--- src/hw/rtl/sjf_pkg.sv ---
// Shared types and constants for the shortest-job-first scheduler.
// Depends on nothing; every other file of the block takes names from here.
`timescale 1ns / 1ps
`default_nettype none

package sjf_pkg;

  localparam int QUEUE_DEPTH = 32;
  localparam int TIME_WIDTH  = 16;
  localparam int FILL_W      = $clog2(QUEUE_DEPTH + 1);
  localparam int ID_W        = 8;
  localparam int BURST_W     = 8;
  localparam int OUT_TIME_W  = 16;
  localparam int COUNT_W     = 16;
  localparam int SUM_W       = 32;
  localparam int QCOUNT_W    = 6;

  // command codes of an input word
  localparam logic CMD_ARRIVE = 1'b0;
  localparam logic CMD_TICK   = 1'b1;

  typedef enum logic [1:0] {
    ST_ACCEPT = 2'd0,
    ST_FULL   = 2'd1,
    ST_ZERO   = 2'd2,
    ST_TICK   = 2'd3
  } status_t;

  typedef enum logic [1:0] {
    CELL_HOLD   = 2'd0,
    CELL_INSERT = 2'd1,
    CELL_SHIFT  = 2'd2
  } cell_op_t;

  typedef struct packed {
    logic [ID_W-1:0]       id;
    logic [BURST_W-1:0]    burst;
    logic [TIME_WIDTH-1:0] arrival;
  } job_t;

  typedef struct packed {
    status_t               status;
    logic                  cpu_busy;
    logic [ID_W-1:0]       running_id;
    logic [BURST_W-1:0]    units_done;
    logic                  job_finished;
    logic [OUT_TIME_W-1:0] turnaround;
    logic [OUT_TIME_W-1:0] waiting;
    logic [OUT_TIME_W-1:0] slot_time;
    logic [COUNT_W-1:0]    completed_count;
    logic [SUM_W-1:0]      total_waiting;
    logic [SUM_W-1:0]      total_turnaround;
    logic [QCOUNT_W-1:0]   queue_count;
  } result_t;

endpackage

`default_nettype wire

--- src/hw/rtl/sjf_if.sv ---
// Valid/ready channel interfaces for the scheduler's input and result words.
// Depends on sjf_pkg for field widths.
`timescale 1ns / 1ps
`default_nettype none

interface sjf_in_if;
  logic                        valid;
  logic                        ready;
  logic                        command;
  logic [sjf_pkg::ID_W-1:0]    job_id;
  logic [sjf_pkg::BURST_W-1:0] burst_length;

  modport source (output valid, command, job_id, burst_length, input ready);
  modport sink   (input valid, command, job_id, burst_length, output ready);
endinterface

interface sjf_out_if;
  logic                           valid;
  logic                           ready;
  logic [1:0]                     status;
  logic                           cpu_busy;
  logic [sjf_pkg::ID_W-1:0]       running_id;
  logic [sjf_pkg::BURST_W-1:0]    units_done;
  logic                           job_finished;
  logic [sjf_pkg::OUT_TIME_W-1:0] turnaround;
  logic [sjf_pkg::OUT_TIME_W-1:0] waiting;
  logic [sjf_pkg::OUT_TIME_W-1:0] slot_time;
  logic [sjf_pkg::COUNT_W-1:0]    completed_count;
  logic [sjf_pkg::SUM_W-1:0]      total_waiting;
  logic [sjf_pkg::SUM_W-1:0]      total_turnaround;
  logic [sjf_pkg::QCOUNT_W-1:0]   queue_count;

  modport source (output valid, status, cpu_busy, running_id, units_done, job_finished,
                  turnaround, waiting, slot_time, completed_count, total_waiting,
                  total_turnaround, queue_count, input ready);
  modport sink   (input valid, status, cpu_busy, running_id, units_done, job_finished,
                  turnaround, waiting, slot_time, completed_count, total_waiting,
                  total_turnaround, queue_count, output ready);
endinterface

`default_nettype wire

--- src/hw/rtl/sjf_cell.sv ---
// One slot of the sorted ready queue: holds a job, inserts or shifts with neighbors.
// Depends on sjf_pkg for job_t and cell_op_t.
`timescale 1ns / 1ps
`default_nettype none

module sjf_cell (
  input  wire logic             clk,
  input  wire sjf_pkg::cell_op_t op,
  input  wire sjf_pkg::job_t    new_job,
  input  wire sjf_pkg::job_t    left_job,
  input  wire sjf_pkg::job_t    right_job,
  input  wire logic             left_le,
  input  wire logic             occ,
  output sjf_pkg::job_t         job_q,
  output logic                  le_o
);

  sjf_pkg::job_t job_r;
  sjf_pkg::job_t job_nxt;

  // this job stays ahead of the new one (ties keep arrival order)
  assign le_o  = occ && (job_r.burst <= new_job.burst);
  assign job_q = job_r;

  // pick hold, take new word, take left neighbor or take right neighbor
  always_comb begin
    job_nxt = job_r;
    case (op)
      sjf_pkg::CELL_HOLD: job_nxt = job_r;
      sjf_pkg::CELL_INSERT: begin
        if (le_o) begin
          job_nxt = job_r;
        end else if (left_le) begin
          job_nxt = new_job;
        end else begin
          job_nxt = left_job;
        end
      end
      sjf_pkg::CELL_SHIFT: job_nxt = right_job;
      default: job_nxt = job_r;
    endcase
  end

  always_ff @(posedge clk) begin
    job_r <= job_nxt;
  end

endmodule

`default_nettype wire

--- src/hw/rtl/sjf_queue.sv ---
// Row of sjf_cell slots forming the burst-sorted ready queue; slot 0 is the head.
// Depends on sjf_pkg and sjf_cell.
`timescale 1ns / 1ps
`default_nettype none

module sjf_queue (
  input  wire logic                       clk,
  input  wire sjf_pkg::cell_op_t          op,
  input  wire sjf_pkg::job_t              new_job,
  input  wire logic [sjf_pkg::FILL_W-1:0] fill,
  output sjf_pkg::job_t                   head_job
);

  sjf_pkg::job_t jobs [sjf_pkg::QUEUE_DEPTH];
  logic          le   [sjf_pkg::QUEUE_DEPTH];

  // chain the slots; head sees "all before me" on its left
  for (genvar i = 0; i < sjf_pkg::QUEUE_DEPTH; i++) begin : g_cell
    sjf_pkg::job_t left_job;
    sjf_pkg::job_t right_job;
    logic          left_le;
    logic          occ;

    assign occ = (sjf_pkg::FILL_W'(i) < fill);

    if (i == 0) begin : g_first
      assign left_job = new_job;
      assign left_le  = 1'b1;
    end else begin : g_mid
      assign left_job = jobs[i-1];
      assign left_le  = le[i-1];
    end

    if (i == sjf_pkg::QUEUE_DEPTH - 1) begin : g_last
      assign right_job = jobs[i];
    end else begin : g_notlast
      assign right_job = jobs[i+1];
    end

    sjf_cell u_cell (
      .clk       (clk),
      .op        (op),
      .new_job   (new_job),
      .left_job  (left_job),
      .right_job (right_job),
      .left_le   (left_le),
      .occ       (occ),
      .job_q     (jobs[i]),
      .le_o      (le[i])
    );
  end

  assign head_job = jobs[0];

endmodule

`default_nettype wire

--- src/hw/rtl/shortest_job_first_scheduler_core.sv ---
// Top level of the non-preemptive shortest-job-first scheduler.
// Depends on sjf_pkg, sjf_if (channel interfaces) and sjf_queue.
//
// Usage:
//   in_ch carries one word per item: command (arrive or tick), job_id and
//   burst_length. out_ch returns exactly one result word per input word.
//   An arrival is inserted into a burst-sorted row of queue slots behind any
//   job of equal burst; a tick dispatches the head if the CPU is idle, runs
//   one slot and reports completion, turnaround, waiting and saturating totals.
// Latency and throughput:
//   A word is processed in the cycle it is accepted: every queue slot compares
//   its burst against the new word in parallel and the row inserts or shifts in
//   that same edge, which also loads the output register. The result word is
//   valid on out_ch in the cycle after acceptance.
//   One word per cycle is sustained while the receiver keeps ready high.
// Stall:
//   in_ch.ready is high when the output register is empty or being drained, so
//   a stalled receiver holds one finished word and blocks further input.
// Reset:
//   rst_n (synchronous, active low) clears time, queue fill, the running job
//   and all counters; queue slot contents are not cleared and need no sweep.
`timescale 1ns / 1ps
`default_nettype none

module shortest_job_first_scheduler_core (
  input  wire logic  clk,
  input  wire logic  rst_n,
  sjf_in_if.sink     in_ch,
  sjf_out_if.source  out_ch
);

  localparam int TW = sjf_pkg::TIME_WIDTH;

  // architectural state
  logic [TW-1:0]                  time_r, time_nxt;
  logic [sjf_pkg::FILL_W-1:0]     fill_r, fill_nxt;
  logic                           run_active_r, run_active_nxt;
  sjf_pkg::job_t                  run_job_r, run_job_nxt;
  logic [sjf_pkg::BURST_W-1:0]    elapsed_r, elapsed_nxt;
  logic [TW-1:0]                  run_wait_r, run_wait_nxt;
  logic [sjf_pkg::COUNT_W-1:0]    done_r, done_nxt;
  logic [sjf_pkg::SUM_W-1:0]      wait_sum_r, wait_sum_nxt;
  logic [sjf_pkg::SUM_W-1:0]      turn_sum_r, turn_sum_nxt;

  // output register
  logic                           out_valid_r, out_valid_nxt;
  sjf_pkg::result_t               out_r, out_nxt;

  logic                           in_ready_int;
  logic                           in_acc;
  sjf_pkg::cell_op_t              q_op;
  sjf_pkg::job_t                  new_job;
  sjf_pkg::job_t                  head_job;

  logic                           dispatch;
  sjf_pkg::job_t                  cur_job;
  logic [sjf_pkg::BURST_W-1:0]    cur_elapsed;
  logic [TW-1:0]                  cur_wait;
  logic [TW-1:0]                  turn;
  logic                           fin;
  logic [sjf_pkg::SUM_W:0]        wsum_ext;
  logic [sjf_pkg::SUM_W:0]        tsum_ext;

  assign in_ready_int = !out_valid_r || out_ch.ready;
  assign in_ch.ready = in_ready_int;
  assign in_acc      = in_ch.valid && in_ready_int;

  assign new_job.id      = in_ch.job_id;
  assign new_job.burst   = in_ch.burst_length;
  assign new_job.arrival = time_r;

  sjf_queue u_queue (
    .clk      (clk),
    .op       (q_op),
    .new_job  (new_job),
    .fill     (fill_r),
    .head_job (head_job)
  );

  // running job as seen in this slot, after a possible dispatch
  assign dispatch    = !run_active_r && (fill_r != '0);
  assign cur_job     = dispatch ? head_job : run_job_r;
  assign cur_elapsed = (dispatch ? '0 : elapsed_r) + sjf_pkg::BURST_W'(1);
  assign cur_wait    = dispatch ? (time_r - head_job.arrival) : run_wait_r;
  assign fin         = (run_active_r || dispatch) && (cur_elapsed >= cur_job.burst);
  assign turn        = time_r + TW'(1) - cur_job.arrival;
  assign wsum_ext    = {1'b0, wait_sum_r} + (sjf_pkg::SUM_W + 1)'(cur_wait);
  assign tsum_ext    = {1'b0, turn_sum_r} + (sjf_pkg::SUM_W + 1)'(turn);

  // advance state and build the result word
  always_comb begin
    time_nxt       = time_r;
    fill_nxt       = fill_r;
    run_active_nxt = run_active_r;
    run_job_nxt    = run_job_r;
    elapsed_nxt    = elapsed_r;
    run_wait_nxt   = run_wait_r;
    done_nxt       = done_r;
    wait_sum_nxt   = wait_sum_r;
    turn_sum_nxt   = turn_sum_r;
    q_op           = sjf_pkg::CELL_HOLD;
    out_nxt        = out_r;
    out_valid_nxt  = out_valid_r && !out_ch.ready;

    if (in_acc) begin
      out_valid_nxt = 1'b1;
      out_nxt       = '0;
      out_nxt.slot_time = sjf_pkg::OUT_TIME_W'(time_r);
      if (in_ch.command == sjf_pkg::CMD_ARRIVE) begin
        if (in_ch.burst_length == '0) begin
          out_nxt.status = sjf_pkg::ST_ZERO;
        end else if (fill_r == sjf_pkg::FILL_W'(sjf_pkg::QUEUE_DEPTH)) begin
          out_nxt.status = sjf_pkg::ST_FULL;
        end else begin
          out_nxt.status = sjf_pkg::ST_ACCEPT;
          q_op           = sjf_pkg::CELL_INSERT;
          fill_nxt       = fill_r + sjf_pkg::FILL_W'(1);
        end
      end else begin
        out_nxt.status = sjf_pkg::ST_TICK;
        time_nxt       = time_r + TW'(1);
        if (dispatch) begin
          q_op     = sjf_pkg::CELL_SHIFT;
          fill_nxt = fill_r - sjf_pkg::FILL_W'(1);
        end
        if (run_active_r || dispatch) begin
          run_active_nxt     = !fin;
          run_job_nxt        = cur_job;
          elapsed_nxt        = cur_elapsed;
          run_wait_nxt       = cur_wait;
          out_nxt.cpu_busy   = 1'b1;
          out_nxt.running_id = cur_job.id;
          out_nxt.units_done = cur_elapsed;
          if (fin) begin
            out_nxt.job_finished = 1'b1;
            out_nxt.turnaround   = sjf_pkg::OUT_TIME_W'(turn);
            out_nxt.waiting      = sjf_pkg::OUT_TIME_W'(cur_wait);
            if (done_r != '1) begin
              done_nxt = done_r + sjf_pkg::COUNT_W'(1);
            end
            wait_sum_nxt = wsum_ext[sjf_pkg::SUM_W] ? '1 : wsum_ext[sjf_pkg::SUM_W-1:0];
            turn_sum_nxt = tsum_ext[sjf_pkg::SUM_W] ? '1 : tsum_ext[sjf_pkg::SUM_W-1:0];
          end
        end
      end
      out_nxt.completed_count  = done_nxt;
      out_nxt.total_waiting    = wait_sum_nxt;
      out_nxt.total_turnaround = turn_sum_nxt;
      out_nxt.queue_count      = sjf_pkg::QCOUNT_W'(fill_nxt);
    end
  end

  // control state
  always_ff @(posedge clk) begin
    if (!rst_n) begin
      time_r       <= '0;
      fill_r       <= '0;
      run_active_r <= 1'b0;
      run_job_r    <= '0;
      elapsed_r    <= '0;
      run_wait_r   <= '0;
      done_r       <= '0;
      wait_sum_r   <= '0;
      turn_sum_r   <= '0;
      out_valid_r  <= 1'b0;
    end else begin
      time_r       <= time_nxt;
      fill_r       <= fill_nxt;
      run_active_r <= run_active_nxt;
      run_job_r    <= run_job_nxt;
      elapsed_r    <= elapsed_nxt;
      run_wait_r   <= run_wait_nxt;
      done_r       <= done_nxt;
      wait_sum_r   <= wait_sum_nxt;
      turn_sum_r   <= turn_sum_nxt;
      out_valid_r  <= out_valid_nxt;
    end
  end

  // result payload
  always_ff @(posedge clk) begin
    out_r <= out_nxt;
  end

  // drive the result channel
  assign out_ch.valid            = out_valid_r;
  assign out_ch.status           = out_r.status;
  assign out_ch.cpu_busy         = out_r.cpu_busy;
  assign out_ch.running_id       = out_r.running_id;
  assign out_ch.units_done       = out_r.units_done;
  assign out_ch.job_finished     = out_r.job_finished;
  assign out_ch.turnaround       = out_r.turnaround;
  assign out_ch.waiting          = out_r.waiting;
  assign out_ch.slot_time        = out_r.slot_time;
  assign out_ch.completed_count  = out_r.completed_count;
  assign out_ch.total_waiting    = out_r.total_waiting;
  assign out_ch.total_turnaround = out_r.total_turnaround;
  assign out_ch.queue_count      = out_r.queue_count;

  // checks
  a_fill_bound: assert property (@(posedge clk) disable iff (!rst_n)
    fill_r <= sjf_pkg::FILL_W'(sjf_pkg::QUEUE_DEPTH))
    else $error("queue fill beyond depth");

  a_word_out: assert property (@(posedge clk) disable iff (!rst_n)
    in_acc |=> out_valid_r)
    else $error("accepted word produced no result");

  a_tick_time: assert property (@(posedge clk) disable iff (!rst_n)
    in_acc && (in_ch.command == sjf_pkg::CMD_TICK) |=> time_r == $past(time_r) + TW'(1))
    else $error("tick did not advance time");

  a_fin_busy: assert property (@(posedge clk) disable iff (!rst_n)
    out_valid_r && out_r.job_finished |-> out_r.cpu_busy && (out_r.status == sjf_pkg::ST_TICK))
    else $error("finish reported without a running job");

  a_arrive_time: assert property (@(posedge clk) disable iff (!rst_n)
    in_acc && (in_ch.command == sjf_pkg::CMD_ARRIVE) |=> $stable(time_r))
    else $error("arrival moved time");

endmodule

`default_nettype wire

--- src/flat_wrapper.sv ---
// flat-port wrapper written by rule: the top's interface ports become plain ports
module shortest_job_first_scheduler_core_flat 
  (clk, rst_n, in_ch_valid, in_ch_command, in_ch_job_id, in_ch_burst_length, in_ch_ready, out_ch_valid, out_ch_status, out_ch_cpu_busy, out_ch_running_id, out_ch_units_done, out_ch_job_finished, out_ch_turnaround, out_ch_waiting, out_ch_slot_time, out_ch_completed_count, out_ch_total_waiting, out_ch_total_turnaround, out_ch_queue_count, out_ch_ready);
  sjf_in_if in_ch_i ();
  sjf_out_if out_ch_i ();
  input  wire logic clk;
  input  wire logic rst_n;
  input wire logic [$bits(in_ch_i.valid)-1:0] in_ch_valid;
  input wire logic [$bits(in_ch_i.command)-1:0] in_ch_command;
  input wire logic [$bits(in_ch_i.job_id)-1:0] in_ch_job_id;
  input wire logic [$bits(in_ch_i.burst_length)-1:0] in_ch_burst_length;
  output wire logic [$bits(in_ch_i.ready)-1:0] in_ch_ready;
  output wire logic [$bits(out_ch_i.valid)-1:0] out_ch_valid;
  output wire logic [$bits(out_ch_i.status)-1:0] out_ch_status;
  output wire logic [$bits(out_ch_i.cpu_busy)-1:0] out_ch_cpu_busy;
  output wire logic [$bits(out_ch_i.running_id)-1:0] out_ch_running_id;
  output wire logic [$bits(out_ch_i.units_done)-1:0] out_ch_units_done;
  output wire logic [$bits(out_ch_i.job_finished)-1:0] out_ch_job_finished;
  output wire logic [$bits(out_ch_i.turnaround)-1:0] out_ch_turnaround;
  output wire logic [$bits(out_ch_i.waiting)-1:0] out_ch_waiting;
  output wire logic [$bits(out_ch_i.slot_time)-1:0] out_ch_slot_time;
  output wire logic [$bits(out_ch_i.completed_count)-1:0] out_ch_completed_count;
  output wire logic [$bits(out_ch_i.total_waiting)-1:0] out_ch_total_waiting;
  output wire logic [$bits(out_ch_i.total_turnaround)-1:0] out_ch_total_turnaround;
  output wire logic [$bits(out_ch_i.queue_count)-1:0] out_ch_queue_count;
  input wire logic [$bits(out_ch_i.ready)-1:0] out_ch_ready;
  assign in_ch_i.valid = in_ch_valid;
  assign in_ch_i.command = in_ch_command;
  assign in_ch_i.job_id = in_ch_job_id;
  assign in_ch_i.burst_length = in_ch_burst_length;
  assign in_ch_ready = in_ch_i.ready;
  assign out_ch_valid = out_ch_i.valid;
  assign out_ch_status = out_ch_i.status;
  assign out_ch_cpu_busy = out_ch_i.cpu_busy;
  assign out_ch_running_id = out_ch_i.running_id;
  assign out_ch_units_done = out_ch_i.units_done;
  assign out_ch_job_finished = out_ch_i.job_finished;
  assign out_ch_turnaround = out_ch_i.turnaround;
  assign out_ch_waiting = out_ch_i.waiting;
  assign out_ch_slot_time = out_ch_i.slot_time;
  assign out_ch_completed_count = out_ch_i.completed_count;
  assign out_ch_total_waiting = out_ch_i.total_waiting;
  assign out_ch_total_turnaround = out_ch_i.total_turnaround;
  assign out_ch_queue_count = out_ch_i.queue_count;
  assign out_ch_i.ready = out_ch_ready;
  shortest_job_first_scheduler_core u_core (.clk(clk), .rst_n(rst_n), .in_ch(in_ch_i), .out_ch(out_ch_i));
endmodule
--- config.mk ---
export PLATFORM = sky130hd
export DESIGN_NAME = shortest_job_first_scheduler_core_flat
export DESIGN_NICKNAME = d
export VERILOG_FILES = /design/src/hw/rtl/sjf_pkg.sv /design/src/hw/rtl/sjf_if.sv /design/src/hw/rtl/sjf_cell.sv /design/src/hw/rtl/sjf_queue.sv /design/src/hw/rtl/shortest_job_first_scheduler_core.sv /design/src/flat_wrapper.sv
export SDC_FILE = /design/constraint.sdc
export NUM_CORES = 2
export LEC_CHECK = 0
export BUFFER_PORTS_ARGS = -buffer_cell sky130_fd_sc_hd__buf_2
export CAP_MARGIN = 20
export CORE_UTILIZATION = 51
export DETAILED_ROUTE_END_ITERATION = 16
export PLACE_DENSITY = 0.63
export SLEW_MARGIN = 40
export SYNTH_ARGS = -nofsm -noshare
export SYNTH_HDL_FRONTEND = slang
export SYNTH_SLANG_ARGS = --single-unit
export TNS_END_PERCENT = 30
--- constraint.sdc ---
create_clock -name clk -period 8.45 [get_ports clk]
set_clock_uncertainty 0.1 [all_clocks]
set_input_delay 0.4225 -clock clk [delete_from_list [all_inputs] [get_ports clk]]
set_output_delay 0.4225 -clock clk [all_outputs]
set_load 0.02 [all_outputs]
==> flow_summary_export.csv <==
group,metric,value,unit
status,status,"complete, no violations",
sta,min_period,6.812,ns
synth,synthMuxAreaShare,0.1370,
power_and_ir_drop,power,23.92,mW
clocking,cts_buffer_depth,3,
place,gp_congestion,0.8717,
synth,synth_area_leaders,"edfxtp_1 48%, mux2i_1 13%, o21ai_0 7.9%",
drt,drcViolationCount,0,
sta,fmax,146.8,MHz
cells_and_area,area_growth,10.80,%
power_and_ir_drop,netSwitchingFraction,0.3455,
clocking,clk_pin_slew,0.06,ns
clocking,cts_resized,0,
synth,synth-seq-cells,1338,
drt,drtIter0Drc,5993,
global_route,grt_max_degree,240,
synth,yosys_warnings,0,
drt,routed_wl,217400,um
cells_and_area,nets,7329,
clocking,cts_root_buffer,"clkbuf_16",
synth,syn_inst,7050,
die,dieArea,146200,um2
synth,synth_top_family_by_area,"multiplexers",
global_route,grt_pass1_wl,326800,um
clocking,ctsHtreeMaxLevel,4,
die,num_rows,139,
power_and_ir_drop,clockPowerShare,0.274,
clocking,post_cts_buffers,0,
power_and_ir_drop,p_comb_frac,0.295,
synth,synth_adder_area_share,0.05672,
clocking,numCtsBuffers,152,
setup_path,critPathArrivalTime,7.24,ns
drt,ant_nets,0,
sta,relSlewSlack,0.3836,
min_path,hp-class,"input pin to register",
synth,synth_compound_area_frac,0.1255,
drt,wl_per_cell,24.15,um
drt,vias_per_cell,6.075,
setup_path,slowest_stage,"a211oi_1",
die,die_w,382.3,um
global_route,gr-total-overflow,0,
clocking,clk_latency,0.80,ns
synth,synth.avg_cell_area,10.46,um2
job,drv_cap,0,
place,io_buffers,176,
setup_path,crit_required,8.88,ns
synth,async_reset_ff_frac,0,
synth,synth_top_area_frac,0.4795,
setup_path,max_stage_delay,0.64,ns
synth,yosys.area.top_type,"edfxtp_1",
synth,synth_nets,7401,
power_and_ir_drop,power_density,292.7,nW/um2
synth,seq_area_frac_synth,0.5229,
sta,fin_hold_ws,0.1196,ns
cells_and_area,final_core_util,0.5696,
die,die_h,382.3,um
synth,synthTopCellsByCount,"1281 x nand2_1, 1178 x edfxtp_1, 1160 x o21ai_0",
cells_and_area,fillers,12290,
place,place_hpwl,142400,um
die,io_pins,177,
power_and_ir_drop,p_sw,8.265,mW
clocking,cts_tree,"yes",
clocking,cts_hold_buf,2,
die,initial_utilization,0.5141,
sta,drv_slew,0,
global_route,antenna_found_initial,1,
synth,yosys.area_share.xor_xnor,0.01603,
synth,yosysMostFrequentCell,"nand2_1",
sta,finalSetupViolCount,0,
setup_path,cp-end-kind,"register",
power_and_ir_drop,p_int,15.66,mW
cells_and_area,drive_gt1_frac,0.09945,
sta,hold_viol_final,0,
drt,firstDrtPassIters,5,
power_and_ir_drop,irDropWorstVdd,0.0001998,V
sta,rsz0062_at_grt,"false",
drt,vias,54700,
global_route,grt_pass1_vias,52280,
setup_path,worst-path-max-fanout,31,
setup_path,cp-start-kind,"register",
synth,synth_edf_count,1178,
sta,setup_tns,0,ns
sta,worst_slew_pin_slew,0.9247,ns
synth,syn-cell-area,73770,um2
synth,synthDistinctLibCells,83,
die,core_area,143500,um2
global_route,grt_usage,0.2915,
power_and_ir_drop,power_leakage,28.84,nW
power_and_ir_drop,pwr-share-seq,0.432,
sta,fin_crit_sh,0.8062,
setup_path,path_class,"register to register",
synth,synth_flop_cell,"edfxtp_1",
clocking,cts.sinks,1338,
synth,synth-simple-area-share,0.1085,
registers in the layout (all words and copies together), names as in the netlist, 6 cells and up:
| signal | flops |
|---|---|
| u_core.u_queue.g_cell.u_cell.job_q | 1024 |
| u_core.turn_sum_r | 32 |
| u_core.time_r | 16 |
| u_core.run_job_r | 32 |
| u_core.out_ch.completed_count | 16 |
| u_core.out_ch.total_turnaround | 32 |
| u_core.elapsed_r | 8 |
| u_core.out_ch.total_waiting | 32 |
| u_core.out_ch.running_id | 8 |
| u_core.out_ch.slot_time | 16 |
| u_core.fill_r | 6 |
| u_core.wait_sum_r | 32 |
| u_core.out_ch.units_done | 8 |
| u_core.run_wait_r | 16 |
| u_core.out_ch.waiting | 16 |
| u_core.out_ch.turnaround | 16 |
| u_core.out_ch.queue_count | 6 |
| u_core.done_r | 16 |
power by group through the flow:
| stage | registers (mW) | clock network (mW) | logic (mW) |
|---|---|---|---|
| 2_1_floorplan | 10.1 | 0 | 4.92 |
| 3_3_place_gp | 10.4 | 0 | 6.73 |
| 3_5_place_dp | 10.4 | 0 | 6.94 |
| 4_1_cts | 10.3 | 6.65 | 6.96 |
| 5_1_grt | 10.4 | 6.88 | 7.75 |
| 6_report | 10.3 | 6.55 | 7.05 |
cells by family (layout without fill, tap and decap cells):
| logic type | after synthesis | count (layout) |
|---|---|---|
| AOI/OAI and AO/OA | 1679 | 1679 |
| xor gates and xnor gates | 135 | 135 |
| adders and majority gates | 333 | 333 |
| buffers and inverters | 645 | 694 |
| DFF | 1338 | 1338 |
| muxes | 1004 | 1004 |
| other | 0 | 2 |
| and+or+nand+nor | 1916 | 1916 |
metrics by stage:
stage          instance area, um2  instances  setup WS, ns
2_1_floorplan               73770       7050         2.181
6_report                    81730       9004         1.638
5_1_grt                     81730       9002         1.110
3_5_place_dp                76700       8721         1.791
3_3_place_gp                76570       8717         1.696
4_1_cts                     81600       8998         1.737
routing by layer:
metal | up-vias | share of wire | routed length, um | track usage
met5 | - | 0.000060 | 13 | 0
met1 | 26920 | 0.47 | 102200 | 0.4460
met4 | 2 | 0.024 | 5145 | 0.07481
met3 | 263 | 0.076 | 16490 | 0.04397
met2 | 2075 | 0.43 | 93560 | 0.4293
li1 | 25440 | - | - | -
worst max-delay path, delay by kind of cell (launching register included):
| kind | cells | cell delay [ns] |
|---|---|---|
| and+or+nand+nor | 10 | 2.01 |
| muxes | 1 | 0.32 |
| buffers and inverters | 3 | 0.53 |
| xor gates and xnor gates | 1 | 0.16 |
| DFF | 1 | 0.42 |
| adders and majority gates | 5 | 1.31 |
| AOI/OAI and AO/OA | 6 | 1.70 |
cells in the final DEF, fill, tap and decap left out, drive strengths merged, types with 40 or more instances in the layout:
master,count
a211oi,59
a21o,62
a21oi,227
buf,311
clkbuf,197
clkinv,57
dfxtp,160
edfxtp,1178
ha,327
inv,109
mux2,40
mux2i,964
nand2,1281
nand2b,42
nand3,77
nand4,47
nor2,263
nor2b,43
nor3,53
o21a,40
o21ai,1163
xnor2,77
xor2,58
layout make-up:
cell class | instances | area [um2] | share of cell area
Antenna cell | 2 | 5.005 | 0.00006123
Clock buffer | 197 | 4212 | 0.05153
Clock inverter | 78 | 668.1 | 0.008175
Inverter | 106 | 407.9 | 0.004991
Multi-Input combinational cell | 5067 | 33300 | 0.4074
Sequential cell | 1338 | 38610 | 0.4723
Tap cell | 1903 | 2381 | 0.02913
Timing Repair Buffer | 313 | 2156 | 0.02638
worst paths after layout:
path | startpoint | endpoint | slack, ns | cells after the start
worst min register to register | u_core.run_job_r[15]$_SDFFE_PN0P_ | u_core.run_job_r[15]$_SDFFE_PN0P_ | 0.36 | 2
worst max register to register | u_core.fill_r[1]$_SDFFE_PN0P_ | u_core.out_ch.total_turnaround[28]$_DFFE_PP_ | 1.64 | 26
worst min-delay path | rst_n | u_core.wait_sum_r[18]$_SDFFE_PN0P_ | 0.12 | 2
worst max-delay path | u_core.fill_r[1]$_SDFFE_PN0P_ | u_core.out_ch.total_turnaround[28]$_DFFE_PP_ | 1.64 | 26
No activity file was read; power rests on OpenSTA's default activity.
